<file path="config.mk">
export PLATFORM = sky130hd
export DESIGN_NAME = afc_front
export DESIGN_NICKNAME = d
export VERILOG_FILES = /design/src/afc_pkg.sv /design/src/afc_front.sv
export SDC_FILE = /design/constraint.sdc
export NUM_CORES = 1
export LEC_CHECK = 0
export ABC_AREA = 1
export BUFFER_PORTS_ARGS = -buffer_cell sky130_fd_sc_hd__buf_4
export CAP_MARGIN = 20
export CORE_ASPECT_RATIO = 1.25
export CORE_UTILIZATION = 45
export CTS_CLUSTER_SIZE = 40
export DETAILED_ROUTE_END_ITERATION = 8
export GPL_TIMING_DRIVEN = 0
export HOLD_SLACK_MARGIN = 0.15
export PLACE_DENSITY = 0.7
export SYNTH_ARGS = -nofsm -noshare
export SYNTH_HDL_FRONTEND = slang
export SYNTH_SLANG_ARGS = --single-unit
</file>
<file path="constraint.sdc">
create_clock -name clk -period 16.07 [get_ports clk]
set_input_delay 2.4105 -clock clk [delete_from_list [all_inputs] [get_ports clk]]
set_output_delay 2.4105 -clock clk [all_outputs]
set_load 0.05 [all_outputs]
</file>
<file path="src/afc_pkg.sv">
// Shared types, codes and helpers for the APNG frame compositor.
// Used by every module of the compositor but afc_fifo; depends on nothing.
package afc_pkg;

  localparam int AFC_MAX_WIDTH  = 256;
  localparam int AFC_MAX_HEIGHT = 256;

  // Address of a canvas pixel before the store range check:
  // up to 510 * 256 + 510 with the default canvas limits, which needs 17 bits.
  localparam int ADDR_W  = 19;
  // Readout index and row counter; the index stays below 511 * 511.
  localparam int IDX_W   = 18;
  localparam int DIVD_W  = 26;
  localparam int DIVS_W  = 16;
  localparam int DIV_CNT_W = 5;
  localparam int QUEUE_DEPTH = 4;

  localparam logic [1:0] FUNC_HDR   = 2'd0;
  localparam logic [1:0] FUNC_PIXEL = 2'd1;
  localparam logic [1:0] FUNC_READ  = 2'd2;

  localparam logic [1:0] DISP_NONE = 2'd0;
  localparam logic [1:0] DISP_BG   = 2'd1;
  localparam logic [1:0] DISP_PREV = 2'd2;

  localparam logic [1:0] ST_OK     = 2'd0;
  localparam logic [1:0] ST_BOUNDS = 2'd1;
  localparam logic [1:0] ST_ORDER  = 2'd2;

  localparam logic [1:0] REG_CANVAS_WIDTH  = 2'd0;
  localparam logic [1:0] REG_CANVAS_HEIGHT = 2'd1;

  localparam logic [8:0] CANVAS_DIM_RESET = 9'd256;
  localparam logic [15:0] DEN_DEFAULT     = 16'd100;
  localparam logic [DIVD_W-1:0] MS_PER_S  = 26'd1000;

  typedef enum logic [1:0] {
    OP_STAT = 2'd0,
    OP_HDR  = 2'd1,
    OP_PIX  = 2'd2,
    OP_RD   = 2'd3
  } op_t;

  // One classified item, handed from the front to the back.
  typedef struct packed {
    op_t               op;
    logic [1:0]        status;
    logic [ADDR_W-1:0] addr;
    logic              addr_ok;
    logic [31:0]       src;
    logic              blend;
    logic [1:0]        dispose;
    logic              in_rect;
    logic              last;
    logic [DIVD_W-1:0] dividend;
    logic [DIVS_W-1:0] divisor;
  } item_t;

  typedef struct packed {
    logic [31:0]       rgba;
    logic [DIVD_W-1:0] delay;
    logic [1:0]        status;
    logic              last;
  } res_t;

  // Exact v / 255 for v below 65280.
  function automatic logic [7:0] div255(input logic [15:0] v);
    logic [16:0] t;
    t = 17'(v) + 17'(v >> 8) + 17'd1;
    return t[15:8];
  endfunction

endpackage

</file>
<file path="src/afc_front.sv">
// Front of the compositor: configuration registers, phase tracking,
// address generation and premultiplication. Depends on afc_pkg.
module afc_front import afc_pkg::*; #(
  parameter int MAX_WIDTH  = AFC_MAX_WIDTH,
  parameter int MAX_HEIGHT = AFC_MAX_HEIGHT
) (
  input  logic        clk,
  input  logic        rst,
  input  logic        cfg_valid,
  output logic        cfg_ready,
  input  logic [1:0]  cfg_index,
  input  logic [8:0]  cfg_data,
  input  logic        take,
  input  logic [1:0]  func,
  input  logic [8:0]  frame_width,
  input  logic [8:0]  frame_height,
  input  logic [7:0]  x_offset,
  input  logic [7:0]  y_offset,
  input  logic [1:0]  dispose_op,
  input  logic        blend_op,
  input  logic [15:0] delay_num,
  input  logic [15:0] delay_den,
  input  logic [31:0] pixel_rgba,
  output item_t       item
);

  localparam int DEPTH = MAX_WIDTH * MAX_HEIGHT;

  logic [8:0]       cw_raw, ch_raw, cw, ch;
  logic [8:0]       hdr_w, hdr_h;
  logic [7:0]       hdr_x, hdr_y;
  logic [1:0]       hdr_dispose;
  logic             hdr_blend;
  logic [7:0]       fx, fy;
  logic [8:0]       rd_x;
  logic [IDX_W-1:0] rd_y, ridx;
  logic             header_valid, in_readout, first_pending;

  logic             is_hdr, is_pix, is_rd, bad;
  logic [8:0]       xpos, ypos, fx_inc, fy_inc;
  logic [9:0]       rx_inc;
  logic [IDX_W-1:0] prod, total;
  logic             rd_last;
  logic [31:0]      src;

  assign cfg_ready = 1'b1;

  assign cw = (cw_raw == 9'd0) ? 9'd1 :
              ((32'(cw_raw) > MAX_WIDTH) ? 9'(MAX_WIDTH) : cw_raw);
  assign ch = (ch_raw == 9'd0) ? 9'd1 :
              ((32'(ch_raw) > MAX_HEIGHT) ? 9'(MAX_HEIGHT) : ch_raw);

  assign is_hdr = (func == FUNC_HDR) && !header_valid;
  assign is_pix = (func == FUNC_PIXEL) && header_valid && !in_readout;
  assign is_rd  = (func == FUNC_READ) && header_valid && in_readout;
  assign bad    = (frame_width == 9'd0) || (frame_height == 9'd0) ||
                  (10'(x_offset) + 10'(frame_width) > 10'(cw)) ||
                  (10'(y_offset) + 10'(frame_height) > 10'(ch));

  assign xpos    = 9'(hdr_x) + 9'(fx);
  assign ypos    = 9'(hdr_y) + 9'(fy);
  assign prod    = IDX_W'(ypos) * IDX_W'(cw);
  assign fx_inc  = 9'(fx) + 9'd1;
  assign fy_inc  = 9'(fy) + 9'd1;
  assign rx_inc  = 10'(rd_x) + 10'd1;
  assign total   = IDX_W'(cw) * IDX_W'(ch);
  assign rd_last = (19'(ridx) + 19'd1) >= 19'(total);

  always_comb begin
    logic [7:0] al;
    al = pixel_rgba[31:24];
    src = {al, 24'd0};
    for (int i = 0; i < 3; i++) begin
      src[8*i +: 8] = div255(16'(pixel_rgba[8*i +: 8]) * 16'(al) + 16'd127);
    end
  end

  always_comb begin
    item          = '0;
    item.op       = OP_STAT;
    item.status   = ST_ORDER;
    item.blend    = hdr_blend;
    item.dispose  = hdr_dispose;
    if (is_hdr) begin
      if (bad) begin
        item.status = ST_BOUNDS;
      end else begin
        item.op       = OP_HDR;
        item.status   = ST_OK;
        item.dividend = DIVD_W'(delay_num) * MS_PER_S;
        item.divisor  = (delay_den == 16'd0) ? DEN_DEFAULT : delay_den;
      end
    end else if (is_pix) begin
      item.op      = OP_PIX;
      item.status  = ST_OK;
      item.addr    = ADDR_W'(prod) + ADDR_W'(xpos);
      item.addr_ok = 32'(item.addr) < DEPTH;
      item.src     = src;
    end else if (is_rd) begin
      item.op      = OP_RD;
      item.status  = ST_OK;
      item.addr    = ADDR_W'(ridx);
      item.addr_ok = 1'b1;
      item.in_rect = (10'(rd_x) >= 10'(hdr_x)) &&
                     (10'(rd_x) < 10'(hdr_x) + 10'(hdr_w)) &&
                     (rd_y >= IDX_W'(hdr_y)) &&
                     (rd_y < IDX_W'(hdr_y) + IDX_W'(hdr_h));
      item.last    = rd_last;
    end
  end

  always_ff @(posedge clk) begin
    if (rst) begin
      cw_raw        <= CANVAS_DIM_RESET;
      ch_raw        <= CANVAS_DIM_RESET;
      hdr_w         <= '0;
      hdr_h         <= '0;
      hdr_x         <= '0;
      hdr_y         <= '0;
      hdr_dispose   <= DISP_NONE;
      hdr_blend     <= 1'b0;
      fx            <= '0;
      fy            <= '0;
      rd_x          <= '0;
      rd_y          <= '0;
      ridx          <= '0;
      header_valid  <= 1'b0;
      in_readout    <= 1'b0;
      first_pending <= 1'b1;
    end else begin
      if (cfg_valid && cfg_ready) begin
        if (cfg_index == REG_CANVAS_WIDTH) begin
          cw_raw <= cfg_data;
        end else if (cfg_index == REG_CANVAS_HEIGHT) begin
          ch_raw <= cfg_data;
        end
      end
      if (take) begin
        if (is_hdr && !bad) begin
          hdr_w        <= frame_width;
          hdr_h        <= frame_height;
          hdr_x        <= x_offset;
          hdr_y        <= y_offset;
          fx           <= '0;
          fy           <= '0;
          header_valid <= 1'b1;
          in_readout   <= 1'b0;
          // The first displayed frame has nothing beneath it to blend or keep.
          if (first_pending) begin
            hdr_blend     <= 1'b0;
            hdr_dispose   <= (dispose_op == DISP_PREV) ? DISP_BG : dispose_op;
            first_pending <= 1'b0;
          end else begin
            hdr_blend   <= blend_op;
            hdr_dispose <= dispose_op;
          end
        end else if (is_pix) begin
          if (fx_inc >= hdr_w) begin
            fx <= '0;
            if (fy_inc >= hdr_h) begin
              in_readout <= 1'b1;
              ridx       <= '0;
              rd_x       <= '0;
              rd_y       <= '0;
            end else begin
              fy <= fy_inc[7:0];
            end
          end else begin
            fx <= fx_inc[7:0];
          end
        end else if (is_rd) begin
          if (rd_last) begin
            header_valid <= 1'b0;
            in_readout   <= 1'b0;
            ridx         <= '0;
            rd_x         <= '0;
            rd_y         <= '0;
          end else begin
            ridx <= ridx + 1'b1;
            if (rx_inc >= 10'(cw)) begin
              rd_x <= '0;
              rd_y <= rd_y + 1'b1;
            end else begin
              rd_x <= rx_inc[8:0];
            end
          end
        end
      end
    end
  end

endmodule

</file>
==> summary.md, run 1 <==
| Metric | Value |
|---|---|
| Status | finished, final reports clean |
| Placement Cell Area | ~0.028 mm^2 |
| Reg-to-reg startpoint | cw_raw[8] |
| Hold Fails Final Rpt | 0 |
| CTS Buffer Depth | 2 |
| Chip Height | 271 um |
| Initial Utilization | 45.5% |
| PortBufs | around 180 |
| Post-CTS sizing | 0 |
| Fin crit share | 70.5% |
| Critical path type | primary input to primary output |
| Most used cell, CP | inv_1 |
| Final Cell Area | 0.0290 mm^2 |
| Die X | about 220 um |
| Routed WL | ~73 mm |
| Synth top area share | between 20% and 30% |
| RD Place Congestion | 0.909 |
| Syn-to-layout area delta | 11.4% |
| Antenna Nets Post-Route | 0 |
| DR vias/cell | approximately 5.2 |
| Fmax | roughly 90 MHz |
| First-pass GRT wire length | about 120 mm |
| CP endpoint kind | primary output |
| Initial antenna violation count | 0 |
| First-pass DRT Iterations | 5 |
| Antenna diode count | 0 |
| Hold wc startpoint | hdr_blend |
| Clock Skews | ~0.011 ns |
| Via count | about 24000 |
| CTS Buf Count | 17 |
| Hold Crit Endpoint | hdr_blend |
| Synth Area per Inst | ~7 um^2 |
| Crit path largest cell delay | between 0.5 and 0.6 ns |
| Worst Hold Path Cells | 2 |
| H-tree Lvls | 4 |
| Setup tns final | 0 ns |
| Met2 Usage GRT | a little under half |
| Layout cell share with drive strength beyond 1 | under 10% |
| Fill cell count | 5619 |
| Gr busiest metal | met2 |
| Clock latency on the worst-skew pair | approximately 0.45 ns |
| Remaining Overflow, GRT | 0 |
| Gr usage total | roughly a quarter |
| Maximum vdd ir drop | a little over 0.09 mV |
| Crit path max-delay cell type | fa_1 |
| Storage cell area | approximately 0.0024 mm^2 |
| Worst r2r dst | ridx[14] |
| Pwr/cell area | around 110 mW/mm^2 |
| Post-synth EDFFs | 0 |
| Area of the die | 0.0589 mm^2 |
| Placed cell count | 4564 |
| Max-Cap Viols | 0 |
| Share of synthesized registers carrying an async set or reset | 0% |
| Largest area contributor in the synthesized netlist | fa_1 |
| Core Rows | 98 |
| Synthesized flop and latch total | 119 |
| Top cells by area, synth | fa_1 23%, ha_1 20%, nand2_1 11%, inv_1 10%, dfxtp_1 9.1% |
| Clk sinks | between 100 and 150 |
| Worst min path class | flip-flop to flip-flop |
| Post-Layout Cell Count | 4597 |
| Footprint of the multi-input gates | between 0.02 and 0.025 mm^2 |
| Post-synth cell types | 54 |
| Max_slew headroom | 30.5% |
| Req. time, crit path | ~14 ns |
| Clock Tree Root | clkbuf_16 |
| Final #Nets | 4662 |
| Prevailing post-synth register cell | dfxtp_1 |
| Mapped Area | 0.0260 mm^2 |
| Met1 Usage GRT | 29.7% |
| Total core area | 0.0573 mm^2 |
| CP arrival | ~8.9 ns |
| Leakage power | ~16 nW |
| Fin crit period | between 10 and 15 ns |
| Post-synthesis cell count | 3628 |
| Final HPWL DP | 62.2 mm |
| Unrepaired setup endpoints after global routing | no |
| Setup crit start kind | primary input |
| Crit-path max FO | 10 |
| Drt initial violations | 1374 |
| R2R cell count | 32 |
| Sequential-to-total area share from yosys stat | a little under a tenth |
| Hold WS | about 0.47 ns |
| R2r setup slk | 7.91 ns |
| # hold bufs at CTS | 0 |
| Num ports | 222 |
| Drt drc | 0 |
| Clock-pin slew on the worst setup and hold paths | 0.06 ns |
| WL/cell | ~16 um |
| Endpoints failing setup | 0 |
| Postcts setup bufs | 0 |
| Largest net degree at the start of global routing | 17 |
| CTS tree | built |
| Worst slew pin tran | roughly 1.0 ns |
| Vias in the first global route | about 24000 |
| Syn. warnings | 0 |
| M3 GR Usage | 1.99% |
| Slew Limit Fails | 0 |
kinds of logic (layout without fill, tap and decap cells):
kind of cell / count (synthesis) / after routing / synth area share (%)
compound gates: 505 / 505 / 10.4
xor+xnor: 128 / 128 / 4.33
fa+ha+maj: 710 / 710 / 42.7
buf+inv: 818 / 1035 / 12.0
flops: 119 / 119 / 9.15
other cells: 2 / 4 / 0.0288
simple gates: 1346 / 1346 / 21.4
metrics by stage:
step | total power [mW] | setup slack (ns) | util, %
finish | 3.11 | 4.74 | 50.7
global route | 3.47 | 4.13 | 50.7
CTS | 3.10 | 4.78 | 50.7
detailed placement | 2.67 | 4.80 | 49.6
global placement | 2.65 | 4.83 | 49.6
floorplan | 2.12 | 5.45 | -
worst max-delay path: cells and delay by family:
family          cells  cell delay (ns)
xor+xnor            1             0.30
simple gates       11             1.69
compound gates      2             0.31
fa+ha+maj           6             2.64
buf+inv             9             1.58
layout make-up:
| class | count | area share, % |
|---|---|---|
| Clock inverter | 11 | 0.586 |
| Tap cell | 750 | 3.23 |
| Timing Repair Buffer | 185 | 4.79 |
| Inverter | 714 | 9.24 |
| Sequential cell | 119 | 8.21 |
| Clock buffer | 21 | 1.59 |
| Buffer | 104 | 1.53 |
| Multi-Input combinational cell | 2693 | 70.8 |
synth_stat cells, drive strengths merged, types with 7 or more instances:
library cell,count
a21o,7
nand4,51
a31oi,12
nand3b,11
clkbuf,83
ha,411
nand3,144
o211ai,8
xnor2,33
o21bai,9
xor2,95
inv,708
nor3,36
fa,299
a21oi,277
buf,21
or2,9
nor2,309
dfxtp,119
nand2,773
o21ai,164
nor4,8
layout by cell type, fill, tap and decap left out, drive strengths merged, types with 11 or more instances in the layout:
master and n:
nor3 36, ha 411, nand2 773, inv 710
nand4 51, dfxtp 119, nand3b 11, nor2 309
a31oi 12, buf 206, a21oi 277, clkinv 11
fa 299, nand3 144, clkbuf 104, o21ai 164
xnor2 33, xor2 95
where the power goes:
| group | total, mW | switching [mW] | internal, mW |
|---|---|---|---|
| clock | 0.423 | 0.155 | 0.268 |
| sequential | 0.311 | 0.00782 | 0.303 |
| combinational | 2.37 | 1.52 | 0.851 |
per-layer routing:
| layer | wire length [um] | vias up |
|---|---|---|
| met5 | 0 | - |
| met4 | 3740 | 0 |
| met3 | 2900 | 160 |
| met2 | 37300 | 606 |
| met1 | 29100 | 11200 |
| li1 | - | 11800 |
registers in the layout (all words and copies together), names as in the netlist, 2 cells and up:
name and cells:
hdr_y 8, hdr_h 9, hdr_w 9, rd_y 18, ch_raw 9, cw_raw 9, ridx 18, hdr_dispose 2
fx 8, hdr_x 8, rd_x 9, fy 8
how the worst max path moves through the flow:
stage          depth (start not counted)           start       end
2_1_floorplan                         29  pixel_rgba[26]  item[57]
3_3_place_gp                          29  pixel_rgba[25]  item[70]
3_5_place_dp                          29  pixel_rgba[24]  item[70]
4_1_cts                               29  pixel_rgba[25]  item[70]
5_1_grt                               29  pixel_rgba[25]  item[68]
6_report                              29  pixel_rgba[24]  item[70]
(Power assumes the default switching activity.)
==> inputs of run 2 (changes only) <==
Settings changed: ABC_AREA 1 to 0.
Clock period 16.07 ns to 11 ns, I/O delays scaled along.
==> summary.md, run 2 <==
| Metric | Value |
|---|---|
| Status | finished, final reports clean |
| Clock-pin slew on the worst setup and hold paths | approximately 0.060 ns |
| CTS Buffer Depth | 2 |
| Antenna diode count | 0 |
| Hold WS | 0.457 ns |
| Setup crit start kind | primary input |
| Final HPWL DP | between 50 and 60 mm |
| Setup tns final | 0 ns |
| Synthesized flop and latch total | approximately 120 |
| Initial antenna violation count | 1 |
| Count leader, synth | ha_1 |
| Drt initial violations | approximately 1200 |
| Fin crit share | roughly 95% |
| Share of synthesized registers carrying an async set or reset | 0% |
| Clock Skews | approximately 0.012 ns |
| Area of the die | around 0.057 mm^2 |
| Clock latency on the worst-skew pair | approximately 0.44 ns |
| Prevailing post-synth register cell | dfxtp_1 |
| Core Rows | 96 |
| Hold Fails Final Rpt | 0 |
| Largest net degree at the start of global routing | 17 |
| Final #Nets | about 4100 |
| Postcts setup bufs | 0 |
| CTS tree | built |
| Die X | ~210 um |
| Slew Limit Fails | 0 |
| Top cells by area, synth | fa_1 24%, ha_1 20%, dfxtp_1 9.4%, inv_1 6.1%, nand2_1 5.9% |
| RD Place Congestion | approximately 0.94 |
| First-pass GRT wire length | ~110 mm |
| Routed WL | 70.7 mm |
| Maximum vdd ir drop | between 0.15 and 0.2 mV |
| Critical path type | primary input to primary output |
| Post-synthesis cell count | just over 3000 |
| Pwr/cell area | about 150 mW/mm^2 |
| Syn. warnings | 0 |
| Mapped Area | about 0.025 mm^2 |
| WL/cell | approximately 18 um |
| CP arrival | about 8.8 ns |
| # hold bufs at CTS | 0 |
| Post-synth cell types | between 80 and 90 |
| Synth top area share | between 20% and 30% |
| Worst slew pin tran | around 1.2 ns |
| H-tree Lvls | 4 |
| Leakage power | approximately 14 nW |
| Max-Cap Viols | 0 |
| Via count | roughly 22000 |
| Sequential-to-total area share from yosys stat | under 10% |
| Initial Utilization | a little under half |
| Vias in the first global route | about 22000 |
| Clock Tree Root | clkbuf_16 |
| Fin crit period | 10.42 ns |
| Layout cell share with drive strength beyond 1 | 8.84% |
| DR vias/cell | 5.40 |
| Top Registers | rd_y x18, ridx x18 |
| Remaining Overflow, GRT | 0 |
| Antenna Nets Post-Route | 0 |
| Fmax | ~96 MHz |
| Total core area | 0.0551 mm^2 |
| CP endpoint kind | primary output |
| Commonest cells post-synth | 411 x ha_1, 409 x inv_1, 393 x nand2_1 |
| Commonest non-fill, non-tap cell in the layout | ha_1 |
| Post-synth EDFFs | 0 |
| Chip Height | approximately 270 um |
| Req. time, crit path | between 9 and 10 ns |
| Syn-to-layout area delta | 12.3% |
| Max_slew headroom | roughly a fifth |
| Worst min path class | flip-flop to flip-flop |
| Num ports | 222 |
| Largest area contributor in the synthesized netlist | fa_1 |
| Commonest non-fill, non-tap cells in the layout | 411 x ha_1, 409 x inv_1, 393 x nand2_1 |
| Synth Area per Inst | just over 8 um^2 |
| Crit-path max FO | 10 |
| Gr usage total | between 20% and 30% |
| First-pass DRT Iterations | 6 |
| CTS Buf Count | 17 |
| Clk sinks | around 120 |
| Unrepaired setup endpoints after global routing | no |
| Tot Pwr | 4.11 mW |
| Endpoints failing setup | 0 |
| PortBufs | between 200 and 250 |
| Post-CTS sizing | 0 |
| Drt drc | 0 |
[run 2: cell types whose count changed after synthesis, moves of 88 or more]
cell	previous run	this run
and2_1	0	109
nand3_1	142	50
nand2_1	770	393
a21oi_1	271	183
inv_1	707	409
nor2_1	306	196
[run 2: layout make-up]
type / count / area (um^2)
timing repair buffer: 208 / 1560
clock inverter: 14 / 189
clock buffer: 18 / 429
inverter: 411 / 1540
multi-input combinational: 2411 / 20900
sequential: 119 / 2380
tap: 735 / 920
fill: 5325 / 26800
buffer: 101 / 428
[run 2: per-layer routing]
| layer | track usage, % | vias up | wire [um] |
|---|---|---|---|
| met4 | 12.5 | 2 | 3250 |
| met5 | 0 | - | 13 |
| li1 | - | 10500 | - |
| met1 | 31.1 | 10500 | 28400 |
| met3 | 2.87 | 131 | 3720 |
| met2 | 44.9 | 550 | 35300 |
[run 2: report_power, final]
part / leakage, nW / internal (mW) / switching (mW)
Clock: 0.296 / 0.363 / 0.242
Combinational: 12.9 / 1.31 / 1.75
Sequential: 0.960 / 0.437 / 0.00740
Total: 14.1 / 2.11 / 2.00
[run 2: worst paths after layout]
check / from / to / slack [ns] / cells after the start
max: pixel_rgba[26] / item[61] / 0.58 / 28
min: hdr_dispose[1] / hdr_dispose[1] / 0.46 / 2
min reg2reg: hdr_dispose[1] / hdr_dispose[1] / 0.46 / 2
max reg2reg: cw_raw[3] / rd_y[12] / 2.45 / 32
[run 2: per-stage QoR]
step / instance area [um^2] / instances / setup slack (ns) / util, %
after detailed placement: 27700 / 3985 / 0.482 / 50.2
final: 28300 / 4017 / 0.580 / 51.4
after global routing: 28300 / 4017 / 0.0467 / 51.4
after floorplan: 25200 / 3042 / 0.648 / -
after CTS: 28300 / 4017 / 0.490 / 51.4
after global placement: 27700 / 3982 / 0.523 / 50.2
[run 2: cells by family (layout without fill, tap and decap cells)]
family	Yosys count	in the layout	synth area share, %
other	2	4	0.0298
buffers and inverters	512	752	7.81
AO/OA/AOI/OAI	504	504	12.8
multiplexers	29	29	1.16
XOR/XNOR	165	165	5.73
AND/OR/NAND/NOR	999	999	18.9
adder cells (fa/ha/maj)	710	710	44.1
flip-flops	119	119	9.45
[run 2: critical path, cell delays in order]
cell,delay [ns]
clkbuf_1,0.24
clkbuf_1,0.43
nand2_1,0.16
fa_1,0.56
inv_1,0.05
fa_1,0.49
inv_1,0.05
fa_1,0.47
inv_1,0.05
fa_1,0.44
ha_1,0.37
a21o_1,0.22
or3_1,0.32
o211a_1,0.23
o31a_1,0.29
or4b_4,0.49
nand3_2,0.16
ha_1,0.19
o21a_1,0.12
o21a_1,0.11
a21oi_1,0.07
nor3_1,0.30
nand4_1,0.28
nor4_2,0.35
nand2_1,0.13
xor2_1,0.18
nor2_1,0.13
buf_4,0.22
