$ cat src/afc_fifo.sv
// Small first-in first-out queue of registers.
// Generic in width and depth; uses no package items.
module afc_fifo #(
  parameter int W     = 8,
  parameter int DEPTH = 4
) (
  input  logic         clk,
  input  logic         rst,
  input  logic         wr,
  input  logic [W-1:0] wdata,
  output logic         full,
  input  logic         rd,
  output logic [W-1:0] rdata,
  output logic         empty
);

  localparam int PW = (DEPTH > 1) ? $clog2(DEPTH) : 1;
  localparam int CW = $clog2(DEPTH + 1);

  logic [W-1:0]  slots [DEPTH];
  logic [PW-1:0] wptr, rptr;
  logic [CW-1:0] count;
  logic          do_wr, do_rd;

  assign full  = (32'(count) == DEPTH);
  assign empty = (count == '0);
  assign do_wr = wr && !full;
  assign do_rd = rd && !empty;
  assign rdata = slots[rptr];

  always_ff @(posedge clk) begin
    if (do_wr) begin
      slots[wptr] <= wdata;
    end
  end

  always_ff @(posedge clk) begin
    if (rst) begin
      wptr  <= '0;
      rptr  <= '0;
      count <= '0;
    end else begin
      if (do_wr) begin
        wptr <= (32'(wptr) == DEPTH - 1) ? '0 : wptr + 1'b1;
      end
      if (do_rd) begin
        rptr <= (32'(rptr) == DEPTH - 1) ? '0 : rptr + 1'b1;
      end
      if (do_wr && !do_rd) begin
        count <= count + 1'b1;
      end else if (do_rd && !do_wr) begin
        count <= count - 1'b1;
      end
    end
  end

  a_count_range: assert property (@(posedge clk) disable iff (rst)
    32'(count) <= DEPTH) else $error("fifo count above depth");
  a_count_up: assert property (@(posedge clk) disable iff (rst)
    (do_wr && !do_rd) |=> count == $past(count) + 1'b1)
    else $error("fifo count did not grow on a lone write");
  a_count_down: assert property (@(posedge clk) disable iff (rst)
    (do_rd && !do_wr) |=> count == $past(count) - 1'b1)
    else $error("fifo count did not shrink on a lone read");

endmodule

$ cat config.mk
export PLATFORM = sky130hd
export DESIGN_NAME = afc_fifo
export DESIGN_NICKNAME = d
export VERILOG_FILES = /design/src/afc_fifo.sv
export SDC_FILE = /design/constraint.sdc
export NUM_CORES = 1
export LEC_CHECK = 0
export BUFFER_PORTS_ARGS = -buffer_cell sky130_fd_sc_hd__buf_2
export CORE_MARGIN = 2
export CORE_UTILIZATION = 57
export DETAILED_ROUTE_END_ITERATION = 16
export GPL_TIMING_DRIVEN = 0
export PLACE_DENSITY_LB_ADDON = 0.1
export SYNTH_ARGS = -nofsm -noshare
export SYNTH_HDL_FRONTEND = slang
export SYNTH_SLANG_ARGS = --single-unit
export TNS_END_PERCENT = 50
$ cat constraint.sdc
create_clock -name clk -period 6.9 [get_ports clk]
set_clock_uncertainty 0.1 [all_clocks]
set_input_delay 0.69 -clock clk [delete_from_list [all_inputs] [get_ports clk]]
set_output_delay 0.69 -clock clk [all_outputs]
set_load 0.02 [all_outputs]
==> impl_metrics.sql, run 1 <==
INSERT INTO impl_metrics (metric_group, metric, value, unit) VALUES
('outcome', 'outcome', 'finished clean', ''),
('setup_path', 'critical-path-top-delay-family', 'multiplexers', ''),
('floorplanning', 'fp.dieArea', '3332', 'um2'),
('floorplanning', 'die_height', '57.73', 'um'),
('route', 'routed-via-count', '841', ''),
('route', 'drc', '0', ''),
('setup_path', 'path_class', 'register to primary output', ''),
('timing', 'worst_hold_margin', '0.4239', 'ns'),
('power', 'peakVddDrop', '0.2590', 'mV'),
('timing', 'finalCriticalPeriod', '2.432', 'ns'),
('synthesis', 'ys_seq_area_share', '69.35', '%'),
('cts', 'post_cts_resized', '0', ''),
('synthesis', 'synth_area_per_cell', '17.88', 'um2'),
('grt', 'antenna_found_initial', '0', ''),
('setup_path', 'critPathMostFrequentCell', 'buf_2', ''),
('timing', 'totalNegativeSetupSlack', '0', 'ns'),
('final_layout', 'fin_area', '1843', 'um2'),
('timing', 'report.final.setup_viol', '0', ''),
('placement', 'gp_routability_congestion', '0.6730', ''),
('timing', 'final_min_period_over_clock_period', '35.25', '%'),
('floorplanning', 'floorplan.initialDensity', '59.66', '%'),
('timing', 'final_max_slew_viol_count', '0', ''),
('timing', 'report.final.hold_viol_count', '0', ''),
('cts', 'cts.repair_timing.setup_buffer_count', '0', ''),
('placement', 'final_hpwl_dp', '1819', 'um'),
('synthesis', 'synth_async_sr_flop_share', '0', '%'),
('synthesis', 'synthDominantAreaCellType', 'edfxtp_1', ''),
('floorplanning', 'coreArea', '2758', 'um2'),
('route', 'dr.pass1.iters', '3', ''),
('final_layout', 'fillers', '210', ''),
('synthesis', 'synth.ff_latch_count', '41', ''),
('setup_path', 'cp.buffers_inverters', '2', ''),
('timing', 'slew-limit-headroom', '65.69', '%'),
('final_layout', 'area_growth_syn_to_layout', '12.02', '%'),
('placement', 'dpl-instance-area', '1784', 'um2'),
('power', 'p_per_area', '341.4', 'nW/um2'),
('synthesis', 'synth_flop_cell', 'edfxtp_1', ''),
('final_layout', 'drive_above_1_share', '37.50', '%'),
('floorplanning', 'die_x', '57.73', 'um'),
('cts', 'worstSkewPairLatency', '0.34', 'ns'),
('floorplanning', 'cell_row_count', '19', ''),
('synthesis', 'synth_warnings', '0', ''),
('floorplanning', 'pin_count', '22', ''),
('cts', 'path_clk_slew', '0.10', 'ns'),
('route', 'drt-vias-per-instance', '5.570', ''),
('timing', 'fmaxAchievable', '411.2', 'MHz'),
('job', 'max-cap-violations', '0', ''),
('setup_path', 'cp_cell_sequence', 'buf_2, mux4_2, buf_2', ''),
('synthesis', 'synth_top_cell_area_share', '58.40', '%'),
('grt', 'number_of_global_route_vias_before_repair', '917', ''),
('route', 'final_antenna_net_count', '0', ''),
('cts', 'clock_sinks', '41', ''),
('power', 'cellLeakagePower', '0.6880', 'nW'),
('synthesis', 'synth_enable_flop_cells', '32', ''),
('setup_path', 'worstSetupStartpointType', 'register', ''),
('cts', 'cts_stage_hold_buffer_count', '0', ''),
('grt', 'globalRoute.totalOverflow', '0', ''),
('setup_path', 'worst_path_max_delay_cell', 'mux4_2', ''),
('cts', 'cts_tree', 'built', ''),
('setup_path', 'required', '6.11', 'ns'),
('grt', 'grt_usage', '17.60', '%'),
('placement', 'numPortBuffers', '20', ''),
('timing', 'worst-slew-pin-transition', '0.5146', 'ns'),
('worst_hold_path', 'worst_hold_check_path_type', 'register to register', ''),
('route', 'totalWireLength', '2557', 'um'),
('timing', 'grt_setup_unrepaired', 'false', ''),
('cts', 'cts_made_buffers', '5', ''),
('grt', 'pin_count_of_the_biggest_net_entering_global_routing', '13', ''),
('route', 'detailedRoute.firstIterationViolations', '5', ''),
('cts', 'clock_tree.root_cell', 'clkbuf_4', ''),
('setup_path', 'worstSetupEndpointType', 'primary output', ''),
('synthesis', 'postSynthNetCount', '111', ''),
('cts', 'max-clock-path-buffers', '2', ''),
('final_layout', 'antenna-diode-count', '0', ''),
('setup_path', 'max_stage_delay', '0.55', 'ns'),
('setup_path', 'cp_data_arrival_time', '1.64', 'ns'),
('synthesis', 'cell_area_after_synthesis', '1645', 'um2'),
('grt', 'grt_first_pass_wirelength', '4112', 'um'),
('synthesis', 'synthDistinctLibCells', '26', ''),
('synthesis', 'ys_top_cells_by_area', 'edfxtp_1 (58%), dfxtp_1 (11%), mux4_2 (11%)', ''),
('cts', 'ctsHtreeMaxLevel', '2', ''),
('synthesis', 'syn_inst', '92', ''),
('setup_path', 'worstPathMaxFanout', '8', ''),
('final_layout', 'fin_nets', '138', ''),
('route', 'detail_route.wl_per_cell', '16.93', 'um');
## worst paths after layout
path,startpoint,endpoint,slack [ns],depth (start not counted)
setup / recovery,register,rdata[1],4.47,3
hold / removal,rptr[0],register,0.42,2
setup reg to reg,count[0],count[2],4.47,10
hold reg to reg,rptr[0],register,0.42,2
## cells in the mapped netlist, types with 2 or more instances
cell      number
a21oi_1        3
mux4_2         8
inv_1          4
dfxtp_1        9
o31ai_2        2
and3_2         4
xor2_1         2
edfxtp_1      32
nand3_1        2
nor3_1         2
ha_1           6
mux2i_1        2
nor2_1         3
## registers in the layout, summed over array words and instances (netlist names), named ones only
| register | count |
|---|---|
| slots | 32 |
| count | 3 |
| rptr | 2 |
| wptr | 2 |
## layer usage
metal | global-route usage (%) | routed length, um | up-vias
met4 | 8.638 | 68 | 0
li1 | - | - | 406
met3 | 6.250 | 131 | 10
met5 | 0 | 0 | -
met1 | 19.06 | 1029 | 404
met2 | 30.52 | 1328 | 21
## power breakdown
part / switching (mW) / leakage (nW) / internal [mW]
combinational: 0.104 / 0.288 / 0.0849
sequential: 0.0181 / 0.367 / 0.301
clock: 0.0710 / 0.0326 / 0.0503
## kinds of logic after synthesis
| logic type | count (synthesis) | synth area share, % |
|---|---|---|
| adders and majority gates | 7 | 5.779 |
| AOI/OAI and AO/OA | 7 | 3.041 |
| xor gates and xnor gates | 2 | 1.065 |
| and+or+nand+nor | 16 | 5.704 |
| DFF | 41 | 69.35 |
| buffers and inverters | 9 | 2.889 |
| muxes | 10 | 12.17 |
## worst min-delay path: cells and delay by family, from the launching register on
| kind | cells | cell delay [ns] |
|---|---|---|
| flops | 1 | 0.34 |
| simple gates | 1 | 0.07 |
| compound gates | 1 | 0.07 |
## placed cells by master (no fill, tap or decap), types with 2 or more instances in the layout
cell      Yosys  final
clkbuf_1      1      3
mux4_2        8      8
o31ai_2       2      2
and3_2        4      4
clkbuf_4      0      5
nor3_1        2      2
nand3_1       2      2
a21oi_1       3      3
xor2_1        2      2
mux2i_1       2      2
ha_1          6      6
edfxtp_1     32     32
buf_2         1     21
nor2_1        3      3
dfxtp_1       9      9
inv_1         4      4
## through the flow
stage / std cells / worst slack, ns / power, mW / utilization (%)
floorplan: 92 / 4.606 / 0.4648 / -
global placement: 143 / 4.377 / 0.5091 / 64.70
detailed placement: 143 / 4.310 / 0.5168 / 64.70
CTS: 151 / 4.419 / 0.6392 / 66.83
global route: 151 / 4.329 / 0.6649 / 66.83
finish: 151 / 4.468 / 0.6292 / 66.83
## area by class of cell
class | count | area, um2 | area share [%]
clock buffers | 8 | 58.81 | 3.191
well taps | 31 | 38.79 | 2.105
multi-input cells | 42 | 456.7 | 24.78
repair buffers | 20 | 100.1 | 5.431
flip-flops and latches | 41 | 1141 | 61.91
inverters | 5 | 23.77 | 1.290
plain buffers | 4 | 23.77 | 1.290
No activity file was read; power rests on OpenSTA's default activity.
==> run 2, diff against run 1 <==
--- a/config.mk
+++ b/config.mk
@@ -7,7 +7,7 @@
 export LEC_CHECK = 0
 export BUFFER_PORTS_ARGS = -buffer_cell sky130_fd_sc_hd__buf_2
 export CORE_MARGIN = 2
-export CORE_UTILIZATION = 57
+export CORE_UTILIZATION = 50
 export DETAILED_ROUTE_END_ITERATION = 16
 export GPL_TIMING_DRIVEN = 0
 export PLACE_DENSITY_LB_ADDON = 0.1
==> constraint.sdc (replaced) <==
create_clock -name clk -period 2.2 [get_ports clk]
set_clock_uncertainty 0.1 [all_clocks]
set_input_delay 0.22 -clock clk [delete_from_list [all_inputs] [get_ports clk]]
set_output_delay 0.22 -clock clk [all_outputs]
set_load 0.02 [all_outputs]
==> run 2 against run 1 <==
Die area is 13% higher; wire length is 0.59% higher; hold slack worse by 0.33 ns; clock power grew to 2.8 times the previous value; power grew to 3.2 times the previous value; utilization is 2.2 points lower; sequential power grew to 3.2 times the previous value; largest power group unchanged; highest routed layer unchanged.
==> impl_metrics.sql, run 2 (synthesized netlist as in run 1, its figures left out) <==
INSERT INTO impl_metrics (metric_group, metric, value, unit) VALUES
('final_layout', 'final_standard_cell_utilization_of_the_core', '64.64', '%'),
('floorplanning', 'coreArea', '3103', 'um2'),
('setup_path', 'max_stage_delay', '0.38', 'ns'),
('setup_path', 'worstSetupEndpointType', 'register', ''),
('timing', 'final_min_period_over_clock_period', '97.62', '%'),
('power', 'share_clk_of_total_power', '16.5', '%'),
('setup_path', 'worstPathMaxFanout', '5', ''),
('setup_path', 'cp_data_arrival_time', '2.32', 'ns'),
('setup_path', 'path_class', 'register to register', ''),
('setup_path', 'r2r_setup_slack', '0.05', 'ns'),
('placement', 'gp_routability_congestion', '0.7092', ''),
('worst_hold_path', 'worst_hold_check_path_type', 'primary input to register', ''),
('placement', 'placed_cells_incl_taps', '156', ''),
('worst_hold_path', 'whs_path_depth', '3', ''),
('job', 'max-cap-violations', '0', ''),
('setup_path', 'worst_r2r_startpoint', 'count[2]', ''),
('cts', 'worstSkewPairLatency', '0.33', 'ns'),
('timing', 'report.final.setup_viol', '0', ''),
('setup_path', 'cp_cell_sequence', 'or3b_1, buf_6, clkinv_8, nor2_4, ha_2, inv_2, fa_2, xor2_2, or3_4, a21oi_2', ''),
('placement', 'numPortBuffers', '20', ''),
('power', 'p_switching', '0.6340', 'mW'),
('power', 'p_per_area', '1008', 'nW/um2'),
('timing', 'report.final.hold_viol_count', '0', ''),
('route', 'totalWireLength', '2572', 'um'),
('floorplanning', 'floorplan.initialDensity', '53.02', '%'),
('floorplanning', 'pin_count', '22', ''),
('final_layout', 'antenna-diode-count', '0', ''),
('timing', 'slew-limit-headroom', '65.62', '%'),
('cts', 'cts_tree', 'built', ''),
('setup_path', 'critical-path-top-delay-family', 'simple AND/OR/NAND/NOR gates', ''),
('setup_path', 'rr_endpoint', 'count[2]', ''),
('route', 'detail_route.wl_per_cell', '14.70', 'um'),
('worst_hold_path', 'startpoint_of_the_most_critical_hold_path', 'wr', ''),
('floorplanning', 'cell_row_count', '20', ''),
('timing', 'final_max_slew_viol_count', '0', ''),
('power', 'total_power', '2.022', 'mW'),
('power', 'internal_power', '1.388', 'mW'),
('final_layout', 'layout_common_cells', 'edfxtp_1 (32), buf_2 (21), mux4_2 (8), dlygate4sd3_1 (8), dfxtp_1 (6)', ''),
('final_layout', 'drive_above_1_share', '42.75', '%'),
('cts', 'ctsHtreeMaxLevel', '2', ''),
('timing', 'grt_setup_unrepaired', 'true', ''),
('cts', 'clock_sinks', '41', ''),
('placement', 'dpl_worst_slack', '-0.1335', 'ns'),
('setup_path', 'worstSetupStartpointType', 'register', ''),
('final_layout', 'area_growth_syn_to_layout', '21.90', '%'),
('timing', 'worst-slew-pin-transition', '0.5156', 'ns'),
('final_layout', 'regMostFlops', 'slots', ''),
('grt', 'grt_usage', '15.66', '%'),
('outcome', 'outcome', 'finished clean', ''),
('grt', 'grt_first_pass_wirelength', '3967', 'um'),
('route', 'dr.pass1.iters', '4', ''),
('power', 'seqPwrFrac', '50.3', '%'),
('grt', 'number_of_global_route_vias_before_repair', '840', ''),
('final_layout', 'fin_nets', '149', ''),
('floorplanning', 'die_height', '61.37', 'um'),
('timing', 'fin_ws', '0.05240', 'ns'),
('route', 'final_antenna_net_count', '0', ''),
('setup_path', 'cp.buffers_inverters', '3', ''),
('floorplanning', 'fp.dieArea', '3766', 'um2'),
('setup_path', 'worst_path_max_delay_cell', 'dfxtp_4', ''),
('floorplanning', 'die_x', '61.37', 'um'),
('timing', 'fmaxAchievable', '465.6', 'MHz'),
('grt', 'globalRoute.totalOverflow', '0', ''),
('final_layout', 'layout_commonest_cell', 'edfxtp_1', ''),
('power', 'comb_power_share', '33.2', '%'),
('worst_hold_path', 'min_to', 'wptr[0]', ''),
('cts', 'clock_tree.root_cell', 'clkbuf_4', ''),
('placement', 'final_hpwl_dp', '1670', 'um'),
('timing', 'totalNegativeSetupSlack', '0', 'ns'),
('final_layout', 'largest_register_ffs', '32', ''),
('final_layout', 'biggestRegsByFlops', 'slots: 32 flops, count: 3 flops', ''),
('final_layout', 'final_cells', '175', ''),
('route', 'routed-via-count', '895', ''),
('power', 'peakVddDrop', '0.5422', 'mV'),
('cts', 'max-clock-path-buffers', '2', ''),
('route', 'drc', '0', ''),
('power', 'cellLeakagePower', '0.7392', 'nW'),
('setup_path', 'worst_r2r_path_depth', '10', ''),
('route', 'drt-vias-per-instance', '5.114', ''),
('cts', 'path_clk_slew', '0.11', 'ns'),
('setup_path', 'required', '2.37', 'ns'),
('grt', 'pin_count_of_the_biggest_net_entering_global_routing', '13', ''),
('timing', 'finalCriticalPeriod', '2.148', 'ns'),
('power', 'swShare', '31.35', '%'),
('route', 'detailedRoute.firstIterationViolations', '16', ''),
('grt', 'antenna_found_initial', '0', ''),
('cts', 'cts_made_buffers', '5', '');
## run 2: layout make-up
class                   count  area [um2]
repair buffers             31       202.7
plain buffers               4       23.77
inverters                   5       31.28
fillers                   246        1097
clock inverters             3       12.51
multi-input cells          42       490.5
flip-flops and latches     41        1152
clock buffers               5       37.54
well taps                  44       55.05
## run 2: worst max-delay path by stage
| stage | start | endpoint | slack (ns) | cells after the start |
|---|---|---|---|---|
| floorplan | count[2] | count[2] | 0.002 | 10 |
| global placement | count[1] | count[2] | -0.1 | 7 |
| detailed placement | count[1] | count[2] | -0.13 | 7 |
| CTS | count[2] | count[2] | 0.02 | 10 |
| global route | count[2] | count[2] | -0.03 | 10 |
| finish | count[2] | count[2] | 0.05 | 10 |
## run 2: per-layer routing
layer | vias to the layer above | GRT usage [%] | routed length (um)
met5 | - | 0 | 0
met4 | 0 | 6.383 | 38
met3 | 6 | 5.882 | 125
met2 | 22 | 24.16 | 1310
met1 | 435 | 20.14 | 1097
li1 | 432 | - | -
## run 2: metrics by stage
step | cell area (um2) | hold WS [ns]
2_1_floorplan | 1665 | 0.2189
3_3_place_gp | 1821 | 0.3341
3_5_place_dp | 1821 | 0.3395
4_1_cts | 1994 | 0.07867
5_1_grt | 2006 | 0.08857
6_report | 2006 | 0.09382
## run 2: power groups by stage
stage               combinational, mW  sequential (mW)  clock, mW
floorplan                       0.467             1.01          0
global placement                0.601             1.02          0
detailed placement              0.613             1.02          0
CTS                             0.664             1.02      0.350
global route                    0.748             1.03      0.385
finish                          0.671             1.02      0.334
## run 2: worst reg2reg max path, stage by stage, from the launching register on
cell and delay (ns):
dfxtp_4 0.38, or3b_1 0.17, buf_6 0.12, clkinv_8 0.05
nor2_4 0.08, ha_2 0.19, inv_2 0.04, fa_2 0.35
xor2_2 0.16, or3_4 0.33, a21oi_2 0.13
## run 2: timing repair
action	in CTS	in global routing
endpoints found under the hold margin	32	0
setup buffers	3	0
pin swaps	4	4
resized for setup	7	2
hold buffers	8	0
endpoints found under the setup margin	1	1
==> run 3, diff against run 2 <==
--- a/config.mk
+++ b/config.mk
@@ -11,6 +11,7 @@
 export DETAILED_ROUTE_END_ITERATION = 16
 export GPL_TIMING_DRIVEN = 0
 export PLACE_DENSITY_LB_ADDON = 0.1
+export RECOVER_POWER = 25
 export SYNTH_ARGS = -nofsm -noshare
 export SYNTH_HDL_FRONTEND = slang
 export SYNTH_SLANG_ARGS = --single-unit
==> run 3 against run 2 <==
First-iteration DRC count rose by 6.3%; die area did not move; non-clock buffer count did not move; worst setup slack barely moved; count of clock-buffer cells in the layout did not move; critical path depth did not move; final cell count did not move; hold slack barely moved; via count rose by 0.11%; maximum frequency barely moved; sequential cell count did not move; combinational power barely moved; highest routed layer unchanged.
==> impl_metrics.sql, run 3 (synthesized netlist as in run 1, its figures left out) <==
INSERT INTO impl_metrics (metric_group, metric, value, unit) VALUES
('setup_path', 'worstPathMaxFanout', '5', ''),
('timing', 'worst-slew-pin-transition', '0.5159', 'ns'),
('setup_path', 'r2r_setup_slack', '0.05', 'ns'),
('power', 'comb_power_share', '33.1', '%'),
('floorplanning', 'floorplan.initialDensity', '53.02', '%'),
('floorplanning', 'coreArea', '3103', 'um2'),
('floorplanning', 'die_height', '61.37', 'um'),
('route', 'dr.pass1.iters', '4', ''),
('grt', 'pin_count_of_the_biggest_net_entering_global_routing', '13', ''),
('power', 'share_clk_of_total_power', '16.5', '%'),
('grt', 'grt_first_pass_wirelength', '3967', 'um'),
('outcome', 'outcome', 'finished clean', ''),
('power', 'p_switching', '0.6344', 'mW'),
('floorplanning', 'die_x', '61.37', 'um'),
('setup_path', 'max_stage_delay', '0.38', 'ns'),
('worst_hold_path', 'whs_path_depth', '3', ''),
('grt', 'globalRoute.totalOverflow', '0', ''),
('grt', 'grt_usage', '15.66', '%'),
('placement', 'final_hpwl_dp', '1670', 'um'),
('setup_path', 'worst_r2r_path_depth', '10', ''),
('power', 'peakVddDrop', '0.5427', 'mV'),
('route', 'routed-via-count', '896', ''),
('setup_path', 'worstSetupStartpointType', 'register', ''),
('route', 'drc', '0', ''),
('timing', 'final_min_period_over_clock_period', '97.62', '%'),
('route', 'drt-vias-per-instance', '5.120', ''),
('power', 'cellLeakagePower', '0.7254', 'nW'),
('cts', 'path_clk_slew', '0.11', 'ns'),
('cts', 'max-clock-path-buffers', '2', ''),
('timing', 'finalCriticalPeriod', '2.148', 'ns'),
('worst_hold_path', 'startpoint_of_the_most_critical_hold_path', 'wr', ''),
('setup_path', 'rr_endpoint', 'count[2]', ''),
('final_layout', 'largest_register_ffs', '32', ''),
('timing', 'grt_setup_unrepaired', 'true', ''),
('power', 'seqPwrFrac', '50.3', '%'),
('floorplanning', 'fp.dieArea', '3766', 'um2'),
('cts', 'ctsHtreeMaxLevel', '2', ''),
('worst_hold_path', 'min_to', 'wptr[0]', ''),
('route', 'detailedRoute.firstIterationViolations', '17', ''),
('route', 'detail_route.wl_per_cell', '14.65', 'um'),
('cts', 'clock_tree.root_cell', 'clkbuf_4', ''),
('setup_path', 'worstSetupEndpointType', 'register', ''),
('final_layout', 'fin_area', '1999', 'um2'),
('setup_path', 'worst_path_max_delay_cell', 'dfxtp_4', ''),
('final_layout', 'fin_nets', '149', ''),
('final_layout', 'area_growth_syn_to_layout', '21.52', '%'),
('placement', 'numPortBuffers', '20', ''),
('route', 'final_antenna_net_count', '0', ''),
('grt', 'antenna_found_initial', '0', ''),
('power', 'swShare', '31.38', '%'),
('final_layout', 'layout_commonest_cell', 'edfxtp_1', ''),
('timing', 'fmaxAchievable', '465.6', 'MHz'),
('timing', 'totalNegativeSetupSlack', '0', 'ns'),
('final_layout', 'drive_above_1_share', '38.93', '%'),
('final_layout', 'antenna-diode-count', '0', ''),
('setup_path', 'cp_data_arrival_time', '2.32', 'ns'),
('timing', 'slew-limit-headroom', '65.61', '%'),
('floorplanning', 'pin_count', '22', ''),
('final_layout', 'layout_common_cells', 'edfxtp_1 (32), buf_2 (16), mux4_2 (8), dlygate4sd3_1 (8)', ''),
('setup_path', 'required', '2.37', 'ns'),
('power', 'p_per_area', '1011', 'nW/um2'),
('grt', 'number_of_global_route_vias_before_repair', '840', ''),
('floorplanning', 'cell_row_count', '20', ''),
('job', 'max-cap-violations', '0', ''),
('cts', 'cts_tree', 'built', ''),
('timing', 'final_max_slew_viol_count', '0', ''),
('power', 'internal_power', '1.387', 'mW'),
('final_layout', 'biggestRegsByFlops', 'slots: 32 flops, count: 3 flops', ''),
('setup_path', 'path_class', 'register to register', ''),
('timing', 'report.final.hold_viol_count', '0', ''),
('route', 'totalWireLength', '2564', 'um'),
('cts', 'cts_made_buffers', '5', ''),
('setup_path', 'worst_r2r_startpoint', 'count[2]', ''),
('cts', 'worstSkewPairLatency', '0.33', 'ns'),
('worst_hold_path', 'worst_hold_check_path_type', 'primary input to register', ''),
('setup_path', 'cp_cell_sequence', 'or3b_1, buf_6, clkinv_8, nor2_4, ha_2, inv_2, fa_2, xor2_2, or3_4, a21oi_2', ''),
('cts', 'clock_sinks', '41', ''),
('placement', 'dpl-instance-area', '1821', 'um2'),
('timing', 'report.final.setup_viol', '0', ''),
('final_layout', 'regMostFlops', 'slots', ''),
('placement', 'gp_routability_congestion', '0.7092', '');
## run 3: cell count changes in the layout (fill, tap and decap cells not counted)
cell,previous run,this run
buf_2,21,16
clkbuf_1,1,6
## run 3: area by class of cell
class,count,area [um2]
Fill cell,248,1104
Clock inverter,3,12.51
Tap cell,44,55.05
Multi-Input combinational cell,42,490.5
Clock buffer,5,37.54
Timing Repair Buffer,31,196.4
Sequential cell,41,1152
Inverter,5,31.28
Buffer,4,23.77
## run 3: critical path: cells and delay by family (launching register included)
kind | cells | cell delay [ns]
simple gates | 3 | 0.58
fa+ha+maj | 2 | 0.54
flops | 1 | 0.38
buf+inv | 3 | 0.21
compound gates | 1 | 0.13
xor+xnor | 1 | 0.16
## run 3: worst max-delay path by stage
| stage | from | endpoint | slack [ns] | cells after the start |
|---|---|---|---|---|
| 2_1_floorplan | count[2] | count[2] | 0.002 | 10 |
| 3_3_place_gp | count[1] | count[2] | -0.1 | 7 |
| 3_5_place_dp | count[1] | count[2] | -0.13 | 7 |
| 4_1_cts | count[2] | count[2] | 0.02 | 10 |
| 5_1_grt | count[2] | count[2] | -0.03 | 10 |
| 6_report | count[2] | count[2] | 0.05 | 10 |
## run 3: metrics by stage
stage | setup slack (ns) | cells | power, mW | hold WS, ns | utilization [%]
4_1_cts | 0.01778 | 175 | 2.031 | 0.07867 | 64.27
3_3_place_gp | -0.09763 | 156 | 1.619 | 0.3341 | 58.67
6_report | 0.05229 | 175 | 2.021 | 0.09385 | 64.44
2_1_floorplan | 0.001882 | 92 | 1.476 | 0.2189 | -
5_1_grt | -0.02844 | 175 | 2.164 | 0.08857 | 64.44
3_5_place_dp | -0.1335 | 156 | 1.636 | 0.3395 | 58.67
## run 3: per-layer routing
| metal | track usage [%] | share of wire (%) | vias up | wire, um |
|---|---|---|---|---|
| met3 | 5.882 | 4.9 | 6 | 125 |
| met4 | 6.383 | 1.5 | 0 | 38 |
| met1 | 20.14 | 43 | 436 | 1095 |
| met2 | 24.16 | 51 | 22 | 1304 |
| met5 | 0 | 0 | - | 0 |
| li1 | - | - | 432 | - |
## run 3: power groups by stage
| stage | logic [mW] | clock network [mW] | registers [mW] |
|---|---|---|---|
| 4_1_cts | 0.664 | 0.350 | 1.02 |
| 3_5_place_dp | 0.613 | 0 | 1.02 |
| 6_report | 0.670 | 0.334 | 1.02 |
| 5_1_grt | 0.747 | 0.385 | 1.03 |
| 3_3_place_gp | 0.601 | 0 | 1.02 |
| 2_1_floorplan | 0.467 | 0 | 1.01 |
## run 3: what timing repair did
action	in CTS	in global routing
hold endpoints to repair	32	0
hold buffers	8	0
cloned	0	0
setup endpoints to repair	1	1
gates resized for setup	7	2
pin swaps	4	4
setup buffers	3	0
